[src/rtl/lrd_pkg.sv]
`timescale 1ns / 1ps
`default_nettype none

package lrd_pkg;

  // Block codes that open a measurement block
  localparam logic [15:0] UPPER_CODE = 16'hEEFF;
  localparam logic [15:0] LOWER_CODE = 16'hDDFF;

  // Queue between the byte classifier and the data path
  localparam int QUEUE_DEPTH = 4;
  localparam int QPTR_W      = 2;

  // Widths of the position counters (cover the full range of the block parameters)
  localparam int BLK_W = 4;
  localparam int PT_W  = 6;
  localparam int CNT_W = 4;

  typedef enum logic [2:0] {
    PH_HUNT,
    PH_TIME,
    PH_LEN,
    PH_HEAD,
    PH_POINTS,
    PH_STATUS,
    PH_SUM
  } phase_e;

  typedef enum logic [3:0] {
    OP_TIME,
    OP_LEN_FAIL,
    OP_LEN_OK,
    OP_CODE_LO,
    OP_CODE_HI,
    OP_ENC_LO,
    OP_ENC_HI,
    OP_RANGE_LO,
    OP_RANGE_HI,
    OP_POINT,
    OP_STATUS_BYTE,
    OP_CHECK
  } op_e;

  typedef enum logic [1:0] {
    ST_OK        = 2'd0,
    ST_LEN_BAD   = 2'd1,
    ST_CODE_BAD  = 2'd2,
    ST_CHECK_BAD = 2'd3
  } status_e;

  localparam logic KIND_POINT  = 1'b0;
  localparam logic KIND_STATUS = 1'b1;

  typedef struct packed {
    op_e        op;
    logic [7:0] data;
    logic [3:0] blk;
    logic [4:0] pt;
  } entry_t;

endpackage

`default_nettype wire

[src/rtl/lrd_front.sv]
`timescale 1ns / 1ps
`default_nettype none

module lrd_front #(
  parameter int BLOCKS       = 12,
  parameter int POINTS       = 32,
  parameter int STATUS_BYTES = 6
) (
  input  wire logic          clk_i,
  input  wire logic          rst_ni,
  input  wire logic          in_valid_i,
  input  wire logic [7:0]    data_byte_i,
  input  wire logic [7:0]    marker_i,
  input  wire logic          q_full_i,
  output logic               in_stall_o,
  output logic               push_o,
  output lrd_pkg::entry_t    entry_o
);
  import lrd_pkg::*;

  localparam int PayloadBytes = BLOCKS * (4 + 3 * POINTS) + STATUS_BYTES;

  localparam logic [15:0]      PayloadLen = 16'(PayloadBytes);
  localparam logic [BLK_W-1:0] LastBlk    = BLK_W'(BLOCKS - 1);
  localparam logic [PT_W-1:0]  LastPt     = PT_W'(POINTS - 1);
  localparam logic [CNT_W-1:0] LastStat   = CNT_W'(STATUS_BYTES - 1);

  phase_e           phase_q, phase_d;
  logic [CNT_W-1:0] cnt_q, cnt_d;
  logic [BLK_W-1:0] blk_q, blk_d;
  logic [PT_W-1:0]  pt_q, pt_d;
  logic [1:0]       part_q, part_d;
  logic [7:0]       len_lo_q, len_lo_d;
  logic             take;
  logic             push;
  op_e              op;

  assign in_stall_o = q_full_i;
  assign take       = in_valid_i && !q_full_i;

  always_comb begin
    phase_d  = phase_q;
    cnt_d    = cnt_q;
    blk_d    = blk_q;
    pt_d     = pt_q;
    part_d   = part_q;
    len_lo_d = len_lo_q;
    push     = 1'b0;
    op       = OP_TIME;
    unique case (phase_q)
      PH_HUNT: begin
        if (data_byte_i == marker_i) begin
          phase_d = PH_TIME;
          cnt_d   = '0;
        end
      end
      PH_TIME: begin
        push  = 1'b1;
        op    = OP_TIME;
        cnt_d = cnt_q + 1'b1;
        if (cnt_q == CNT_W'(7)) begin
          phase_d = PH_LEN;
          cnt_d   = '0;
        end
      end
      PH_LEN: begin
        if (cnt_q == '0) begin
          len_lo_d = data_byte_i;
          cnt_d    = CNT_W'(1);
        end else begin
          push  = 1'b1;
          cnt_d = '0;
          if ({data_byte_i, len_lo_q} == PayloadLen) begin
            op      = OP_LEN_OK;
            phase_d = PH_HEAD;
            blk_d   = '0;
          end else begin
            op      = OP_LEN_FAIL;
            phase_d = PH_HUNT;
          end
        end
      end
      PH_HEAD: begin
        push  = 1'b1;
        cnt_d = cnt_q + 1'b1;
        unique case (cnt_q[1:0])
          2'd0: op = OP_CODE_LO;
          2'd1: op = OP_CODE_HI;
          2'd2: op = OP_ENC_LO;
          default: begin
            op      = OP_ENC_HI;
            phase_d = PH_POINTS;
            cnt_d   = '0;
            pt_d    = '0;
            part_d  = '0;
          end
        endcase
      end
      PH_POINTS: begin
        push   = 1'b1;
        part_d = part_q + 1'b1;
        unique case (part_q)
          2'd0: op = OP_RANGE_LO;
          2'd1: op = OP_RANGE_HI;
          default: begin
            op     = OP_POINT;
            part_d = '0;
            if (pt_q == LastPt) begin
              pt_d = '0;
              if (blk_q == LastBlk) begin
                phase_d = (STATUS_BYTES > 0) ? PH_STATUS : PH_SUM;
                cnt_d   = '0;
              end else begin
                blk_d   = blk_q + 1'b1;
                phase_d = PH_HEAD;
              end
            end else begin
              pt_d = pt_q + 1'b1;
            end
          end
        endcase
      end
      PH_STATUS: begin
        push  = 1'b1;
        op    = OP_STATUS_BYTE;
        cnt_d = cnt_q + 1'b1;
        if (cnt_q == LastStat) begin
          phase_d = PH_SUM;
          cnt_d   = '0;
        end
      end
      PH_SUM: begin
        push    = 1'b1;
        op      = OP_CHECK;
        phase_d = PH_HUNT;
        cnt_d   = '0;
      end
      default: begin
        phase_d = PH_HUNT;
      end
    endcase
  end

  assign push_o  = take && push;
  assign entry_o = {op, data_byte_i, blk_q, pt_q[4:0]};

  always_ff @(posedge clk_i or negedge rst_ni) begin
    if (!rst_ni) begin
      phase_q  <= PH_HUNT;
      cnt_q    <= '0;
      blk_q    <= '0;
      pt_q     <= '0;
      part_q   <= '0;
      len_lo_q <= '0;
    end else if (take) begin
      phase_q  <= phase_d;
      cnt_q    <= cnt_d;
      blk_q    <= blk_d;
      pt_q     <= pt_d;
      part_q   <= part_d;
      len_lo_q <= len_lo_d;
    end
  end

endmodule

`default_nettype wire

[src/rtl/lrd_queue.sv]
`timescale 1ns / 1ps
`default_nettype none

module lrd_queue (
  input  wire logic            clk_i,
  input  wire logic            rst_ni,
  input  wire logic            push_i,
  input  wire lrd_pkg::entry_t entry_i,
  input  wire logic            pop_i,
  output lrd_pkg::entry_t      entry_o,
  output logic                 full_o,
  output logic                 empty_o
);
  import lrd_pkg::*;

  entry_t            mem_q [QUEUE_DEPTH];
  logic [QPTR_W-1:0] wr_q, rd_q;
  logic [QPTR_W:0]   cnt_q;

  assign full_o  = (cnt_q == (QPTR_W + 1)'(QUEUE_DEPTH));
  assign empty_o = (cnt_q == '0);
  assign entry_o = mem_q[rd_q];

  always_ff @(posedge clk_i) begin
    if (push_i) begin
      mem_q[wr_q] <= entry_i;
    end
  end

  always_ff @(posedge clk_i or negedge rst_ni) begin
    if (!rst_ni) begin
      wr_q  <= '0;
      rd_q  <= '0;
      cnt_q <= '0;
    end else begin
      if (push_i) begin
        wr_q <= wr_q + 1'b1;
      end
      if (pop_i) begin
        rd_q <= rd_q + 1'b1;
      end
      unique case ({push_i, pop_i})
        2'b10:   cnt_q <= cnt_q + 1'b1;
        2'b01:   cnt_q <= cnt_q - 1'b1;
        default: cnt_q <= cnt_q;
      endcase
    end
  end

endmodule

`default_nettype wire

[src/rtl/lrd_back.sv]
`timescale 1ns / 1ps
`default_nettype none

module lrd_back (
  input  wire logic            clk_i,
  input  wire logic            rst_ni,
  input  wire logic            empty_i,
  input  wire lrd_pkg::entry_t entry_i,
  output logic                 pop_o,
  output logic                 out_valid_o,
  input  wire logic            out_stall_i,
  output logic                 result_kind_o,
  output logic [1:0]           status_code_o,
  output logic [63:0]          record_time_o,
  output logic                 upper_code_o,
  output logic [15:0]          encoder_value_o,
  output logic [3:0]           block_index_o,
  output logic [4:0]           point_index_o,
  output logic [15:0]          range_value_o,
  output logic [7:0]           intensity_value_o
);
  import lrd_pkg::*;

  logic [63:0] time_q, time_d;
  logic [7:0]  sum_q, sum_d;
  logic        bad_q, bad_d;
  logic [15:0] code_q, code_d;
  logic [15:0] enc_q, enc_d;
  logic [7:0]  rlo_q, rlo_d;
  logic [15:0] range_q, range_d;
  logic        out_valid_q;
  logic        kind_q;
  status_e     code_out_q, code_out_d;
  logic        upper_q;
  logic [15:0] enc_out_q;
  logic [3:0]  blk_out_q;
  logic [4:0]  pt_out_q;
  logic [15:0] range_out_q;
  logic [7:0]  inten_out_q;
  logic [63:0] time_out_q;
  logic        produce;
  logic        out_free;
  logic [7:0]  b;

  assign b        = entry_i.data;
  assign out_free = !out_valid_q || !out_stall_i;
  assign produce  = (entry_i.op == OP_POINT) || (entry_i.op == OP_LEN_FAIL) ||
                    (entry_i.op == OP_CHECK);
  assign pop_o    = !empty_i && (!produce || out_free);

  always_comb begin
    time_d     = time_q;
    sum_d      = sum_q;
    bad_d      = bad_q;
    code_d     = code_q;
    enc_d      = enc_q;
    rlo_d      = rlo_q;
    range_d    = range_q;
    code_out_d = ST_OK;
    unique case (entry_i.op)
      OP_TIME: time_d = {b, time_q[63:8]};
      OP_LEN_FAIL: code_out_d = ST_LEN_BAD;
      OP_LEN_OK: begin
        sum_d = '0;
        bad_d = 1'b0;
      end
      OP_CODE_LO: begin
        sum_d  = sum_q + b;
        code_d = {8'h00, b};
      end
      OP_CODE_HI: begin
        sum_d  = sum_q + b;
        code_d = {b, code_q[7:0]};
        if (code_d != UPPER_CODE && code_d != LOWER_CODE) begin
          bad_d = 1'b1;
        end
      end
      OP_ENC_LO: begin
        sum_d = sum_q + b;
        enc_d = {8'h00, b};
      end
      OP_ENC_HI: begin
        sum_d = sum_q + b;
        enc_d = {b, enc_q[7:0]};
      end
      OP_RANGE_LO: begin
        sum_d = sum_q + b;
        rlo_d = b;
      end
      OP_RANGE_HI: begin
        sum_d   = sum_q + b;
        range_d = {b, rlo_q};
      end
      OP_POINT:       sum_d = sum_q + b;
      OP_STATUS_BYTE: sum_d = sum_q + b;
      OP_CHECK: begin
        priority if (b != sum_q) begin
          code_out_d = ST_CHECK_BAD;
        end else if (bad_q) begin
          code_out_d = ST_CODE_BAD;
        end else begin
          code_out_d = ST_OK;
        end
      end
      default: code_out_d = ST_OK;
    endcase
  end

  // Data path state: only the record's own bytes shape it, no reset needed
  always_ff @(posedge clk_i) begin
    if (pop_o) begin
      time_q  <= time_d;
      sum_q   <= sum_d;
      bad_q   <= bad_d;
      code_q  <= code_d;
      enc_q   <= enc_d;
      rlo_q   <= rlo_d;
      range_q <= range_d;
    end
    if (pop_o && produce) begin
      time_out_q <= time_q;
      code_out_q <= code_out_d;
      if (entry_i.op == OP_POINT) begin
        kind_q      <= KIND_POINT;
        upper_q     <= (code_q == UPPER_CODE);
        enc_out_q   <= enc_q;
        blk_out_q   <= entry_i.blk;
        pt_out_q    <= entry_i.pt;
        range_out_q <= range_q;
        inten_out_q <= b;
      end else begin
        kind_q      <= KIND_STATUS;
        upper_q     <= 1'b0;
        enc_out_q   <= '0;
        blk_out_q   <= '0;
        pt_out_q    <= '0;
        range_out_q <= '0;
        inten_out_q <= '0;
      end
    end
  end

  always_ff @(posedge clk_i or negedge rst_ni) begin
    if (!rst_ni) begin
      out_valid_q <= 1'b0;
    end else if (pop_o && produce) begin
      out_valid_q <= 1'b1;
    end else if (!out_stall_i) begin
      out_valid_q <= 1'b0;
    end
  end

  assign out_valid_o       = out_valid_q;
  assign result_kind_o     = kind_q;
  assign status_code_o     = code_out_q;
  assign record_time_o     = time_out_q;
  assign upper_code_o      = upper_q;
  assign encoder_value_o   = enc_out_q;
  assign block_index_o     = blk_out_q;
  assign point_index_o     = pt_out_q;
  assign range_value_o     = range_out_q;
  assign intensity_value_o = inten_out_q;

endmodule

`default_nettype wire

[src/rtl/lidar_record_deframer_top.sv]
`timescale 1ns / 1ps
`default_nettype none

// Sensor log record deframer. Bytes enter on data_byte_i, one per cycle at full
// rate: the front classifier accepts a byte every cycle unless its four-entry
// queue is full. It hunts for the start marker (written through cfg_we_i /
// cfg_data_i; the user must write it only while idle, which the block does not
// enforce), walks the 8-byte timestamp, the 2-byte length, the measurement
// blocks (code, encoder, points of range and intensity), the status bytes and
// the checksum byte, and queues one tagged item per byte that matters. The back
// data path drains one queued item per cycle unless the output stalls, assembles
// the little-endian words, sums the payload and loads the output register. A
// point result appears on the intensity byte of each point and a status result
// (length mismatch, bad block code, checksum mismatch or ok) at the end of each
// record; when nothing stalls, out_valid_o rises at the edge after the one that
// accepts its byte. The output register and the queue let the input keep flowing
// while a result waits on out_stall_i; sustained throughput is one byte per
// cycle, set by the single-byte-per-cycle queue and data path.
module lidar_record_deframer_top #(
  parameter int BLOCKS       = 12,
  parameter int POINTS       = 32,
  parameter int STATUS_BYTES = 6
) (
  input  wire logic        clk_i,
  input  wire logic        rst_ni,
  input  wire logic        cfg_we_i,
  input  wire logic [7:0]  cfg_data_i,
  input  wire logic        in_valid_i,
  output logic             in_stall_o,
  input  wire logic [7:0]  data_byte_i,
  output logic             out_valid_o,
  input  wire logic        out_stall_i,
  output logic             result_kind_o,
  output logic [1:0]       status_code_o,
  output logic [63:0]      record_time_o,
  output logic             upper_code_o,
  output logic [15:0]      encoder_value_o,
  output logic [3:0]       block_index_o,
  output logic [4:0]       point_index_o,
  output logic [15:0]      range_value_o,
  output logic [7:0]       intensity_value_o
);
  import lrd_pkg::*;

  logic [7:0] marker_q;
  logic       q_push;
  logic       q_pop;
  logic       q_full;
  logic       q_empty;
  entry_t     q_in;
  entry_t     q_out;

  // Hold the start marker; the user must write it only while idle; not enforced
  always_ff @(posedge clk_i or negedge rst_ni) begin
    if (!rst_ni) begin
      marker_q <= '0;
    end else if (cfg_we_i) begin
      marker_q <= cfg_data_i;
    end
  end

  // Classify each accepted byte and queue the ones the data path needs
  lrd_front #(
    .BLOCKS       (BLOCKS),
    .POINTS       (POINTS),
    .STATUS_BYTES (STATUS_BYTES)
  ) u_front (
    .clk_i       (clk_i),
    .rst_ni      (rst_ni),
    .in_valid_i  (in_valid_i),
    .data_byte_i (data_byte_i),
    .marker_i    (marker_q),
    .q_full_i    (q_full),
    .in_stall_o  (in_stall_o),
    .push_o      (q_push),
    .entry_o     (q_in)
  );

  // Decouple the classifier from the result side
  lrd_queue u_queue (
    .clk_i   (clk_i),
    .rst_ni  (rst_ni),
    .push_i  (q_push),
    .entry_i (q_in),
    .pop_i   (q_pop),
    .entry_o (q_out),
    .full_o  (q_full),
    .empty_o (q_empty)
  );

  // Assemble words, check the sum and drive the result register
  lrd_back u_back (
    .clk_i             (clk_i),
    .rst_ni            (rst_ni),
    .empty_i           (q_empty),
    .entry_i           (q_out),
    .pop_o             (q_pop),
    .out_valid_o       (out_valid_o),
    .out_stall_i       (out_stall_i),
    .result_kind_o     (result_kind_o),
    .status_code_o     (status_code_o),
    .record_time_o     (record_time_o),
    .upper_code_o      (upper_code_o),
    .encoder_value_o   (encoder_value_o),
    .block_index_o     (block_index_o),
    .point_index_o     (point_index_o),
    .range_value_o     (range_value_o),
    .intensity_value_o (intensity_value_o)
  );

  // Never drain an empty queue
  assert property (@(posedge clk_i) disable iff (!rst_ni) q_pop |-> !q_empty)
    else $error("queue popped while empty");

  // A full queue takes no new item
  assert property (@(posedge clk_i) disable iff (!rst_ni) q_full |-> !q_push)
    else $error("queue pushed while full");

  // Point results carry an ok code and a block number in range
  assert property (@(posedge clk_i) disable iff (!rst_ni)
    (out_valid_o && result_kind_o == KIND_POINT) |->
      (status_code_o == ST_OK && 32'(block_index_o) < BLOCKS))
    else $error("malformed point result");

  // Status results clear the per-point fields
  assert property (@(posedge clk_i) disable iff (!rst_ni)
    (out_valid_o && result_kind_o == KIND_STATUS) |->
      (block_index_o == '0 && point_index_o == '0 && range_value_o == '0 &&
       intensity_value_o == '0 && encoder_value_o == '0 && !upper_code_o))
    else $error("status result carries point data");

endmodule

`default_nettype wire
[config.mk]
export PLATFORM = sky130hd
export DESIGN_NAME = lidar_record_deframer_top
export DESIGN_NICKNAME = d
export VERILOG_FILES = /design/src/rtl/lrd_pkg.sv /design/src/rtl/lrd_front.sv /design/src/rtl/lrd_queue.sv /design/src/rtl/lrd_back.sv /design/src/rtl/lidar_record_deframer_top.sv
export SDC_FILE = /design/constraint.sdc
export NUM_CORES = 1
export LEC_CHECK = 0
export ABC_AREA = 1
export BUFFER_PORTS_ARGS = -buffer_cell sky130_fd_sc_hd__buf_2
export CAP_MARGIN = 10
export CORE_UTILIZATION = 50
export DETAILED_ROUTE_END_ITERATION = 16
export HOLD_SLACK_MARGIN = 0.08
export PLACE_DENSITY_LB_ADDON = 0.12
export SLEW_MARGIN = 40
export SYNTH_ARGS = -nofsm -noshare
export SYNTH_HDL_FRONTEND = slang
export SYNTH_SLANG_ARGS = --single-unit
[constraint.sdc]
create_clock -name clk_i -period 5.2 [get_ports clk_i]
set_input_delay 0.26 -clock clk_i [delete_from_list [all_inputs] [get_ports clk_i]]
set_output_delay 0.26 -clock clk_i [all_outputs]
set_load 0.02 [all_outputs]
==> impl_metrics.toml <==
[critical_path]
worstSetupStartpointType = "register"
r2r-start = "u_queue.rd_q[0]$_DFFE_PN0P_"
crit_arrival_ns = 3.52
critical_path_class = "reg2reg"
ff2ff_setup_slack_ns = 2.07
crit_start = "u_queue.rd_q[0]$_DFFE_PN0P_"
end_kind = "register"
crit_fanout = 45
r2r_end = "u_queue.cnt_q[2]$_DFFE_PN0P_"
worstPathRequired_ns = 5.59
cp-endpoint = "u_queue.cnt_q[2]$_DFFE_PN0P_"
worst_r2r_path_depth = 17

[timing]
worst_pin_slew_ns = 0.754
rsz0062_at_grt = "false"
fmax_mhz = 319
finClkSkew_ns = 0.0133
setup_violations = 0
slew_headroom = 0.495
min_period_ns = 3.13
hold_ws_ns = 0.0901
period_share = 0.602
hold_viol_final = 0
setup_tns_ns = 0
slew_viol_final = 0

[yosys]
muxShareOfSynthArea = 0.00533
yosysSeqAreaShare = 0.754
yosysWarnings = 0
syn_nets = 1124
synth_area_leaders = "edfxtp_1 68%, dfrtp_1 7.4%, nand2_1 4.1%, nor2_1 3.7%, inv_1 3.1%"
yosysTopAreaCell = "edfxtp_1"
synthXorXnorAreaFrac = 0.0113
yosys.area_share.simple = 0.127
synth_top_area_frac = 0.680
synth_area_sq_um = 14600
async_flop_share = 0.115
synth.distinct_cells = 50
ys.flop_type = "edfxtp_1"
synth_top_family_by_area = "simple AND/OR/NAND/NOR gates"
synth_most_common_cell = "edfxtp_1"
synth-adder-area-share = 0.0199
synthCells = 1081
synth_compound_area_frac = 0.0370
synthTopCellsByCount = "330 x edfxtp_1, 159 x nand2_1, 144 x nor2_1"
synth-seq-cells = 373
synth_edf_count = 330
syn_avg_cell_area_sq_um = 13.5

[power]
power_mw = 11.5
ir_worst_vdd_v = 0.000457
power.leakage_nw = 6.81
powerDensity_nw_per_um2 = 671

[clocking]
clkLatencyLatePin_ns = 0.52
numCtsBuffers = 38
cts_setup_buffers = 0
cts_tree = "built"
post_cts_resized = 0
cts_buffer_depth = 3
path_clk_slew_ns = 0.06
cts_max_level = 2
clock_sinks = 373
cts_root_buffer = "clkbuf_16"

[drt]
vias = 8229
postRouteAntennaNets = 0
first_pass_iters = 5
wire_per_inst_um = 15.6
wl_mm = 26.2
viasPerCell = 4.90
drc = 0
drtIter0Drc = 477

[grt]
busiest_layer = "met2"
grt_pass1_wl_mm = 41.8
antenna_found_initial = 0
grt_use_met2 = 0.296
grt_pass1_vias = 8137
grtUsageTotal = 0.177
use_met1 = 0.237
grtUsageMet3 = 0.0308
grt_overflow = 0
grt_start_max_net_pins = 65

[finish]
fin_cells = 1678
layout.nets = 1308
diodes = 0
syn2layout_area_growth_pct = 17.3
layout-drive-gt1-share = 0.210

[floorplanning]
dieArea_sq_um = 29800
core_sq_um = 28700
row_count = 62
initial_core_util = 0.507
fp.dieW_um = 173
io_pins = 140
fp.dieH_um = 173

[placement]
place_inst = 1592
port_buffers = 139
place_hpwl_mm = 16.9
gp_congestion = 0.833

[job]
cap_violations = 0

[hold_path]
min_path_type = "in2reg"

[outcome]
status = "complete, no violations"
-- stage by stage --
step,setup slack [ns],cell area (sq um),util
after global placement,1.83,15700,0.546
after CTS,1.70,17100,0.595
after detailed placement,1.71,15700,0.546
final,2.07,17100,0.595
after floorplan,0.956,14600,-
after global routing,1.74,17100,0.595
-- state kept, by name, indices dropped and copies added (netlist names), 16 cells and up --
signal	flops
u_queue.mem_q	84
u_back.record_time_o	64
u_back.range_q	16
u_back.time_q	64
u_back.code_q	16
u_back.encoder_value_o	16
u_back.range_value_o	16
u_back.enc_q	16
-- cell type report --
cell class / instances / area [sq um]
clock buffers: 48 / 1030
fillers: 2277 / 11600
multi-input cells: 554 / 2920
repair buffers: 167 / 967
clock inverters: 21 / 191
flip-flops and latches: 373 / 11000
inverters: 131 / 504
well taps: 384 / 480
-- layer usage --
layer / wire (um) / share of wire
met5: 0 / 0
met2: 12600 / 0.48
met1: 11900 / 0.45
met3: 1110 / 0.042
met4: 575 / 0.022
-- cells in the final DEF (no fill, tap or decap), types with 3 or more instances in the layout --
cell,instances
edfxtp_1,330
nand2_1,159
nor2_1,144
buf_2,138
inv_1,118
nand3_1,50
o21ai_0,47
dfrtp_1,42
clkbuf_16,39
a21oi_1,21
ha_1,20
dlygate4sd3_1,17
nand2_2,16
o21ai_1,12
nand4_1,11
buf_4,10
inv_2,9
xnor2_1,9
clkinv_1,9
xor2_1,8
clkinv_2,7
clkbuf_1,7
nor2_4,6
mux2_2,6
a21oi_2,4
or2_2,4
nand3_2,3
nand2_4,3
nor2_2,3
inv_4,3
o21ai_2,3
nor3_1,3
bufinv_16,3
-- cell families after synthesis --
logic type,after synthesis
AOI/OAI and AO/OA,96
xor gates and xnor gates,18
adders and majority gates,22
buffers and inverters,154
DFF,373
muxes,7
and+or+nand+nor,411
-- worst min path at each step --
stage	cells past startpoint	slack, ns	end	startpoint
2_1_floorplan	0	-0.04	marker_q[0]$_DFFE_PN0P_	rst_ni
6_report	1	0.09	u_queue.mem_q[2][14]$_DFFE_PP_	data_byte_i[5]
3_3_place_gp	0	0.40	u_back.record_time_o[1]$_DFFE_PP_	u_back.time_q[1]$_DFFE_PP_
3_5_place_dp	1	0.31	marker_q[5]$_DFFE_PN0P_	rst_ni
4_1_cts	3	0.08	marker_q[2]$_DFFE_PN0P_	cfg_we_i
5_1_grt	1	0.09	u_queue.mem_q[3][14]$_DFFE_PP_	data_byte_i[5]
-- worst max-delay path: stages (launching register included) --
cell and delay, ns:
dfrtp_2 0.58, inv_4 0.40, nand2_1 0.10, nand3_1 0.10
nand2_2 0.10, inv_2 0.10, nor2_4 0.05, nand2_1 0.07
nand2_2 0.06, nand2_2 0.09, nand2_2 0.21, inv_2 0.11
ha_1 0.14, inv_1 0.07, fa_1 0.40, a21oi_1 0.15
o21ai_0 0.11, xor2_1 0.15
-- power by group --
group	internal (mW)	total (mW)	switching (mW)
logic	1.03	3.78	2.75
registers	4.71	5.07	0.356
clock network	1.55	2.62	1.06
total	7.29	11.5	4.17
-- timing repair --
action | CTS | global route
endpoints found under the hold margin | 81 | 0
setup endpoints to repair | 0 | 0
hold buffers | 17 | 0
No activity file was read; power rests on OpenSTA's default activity.
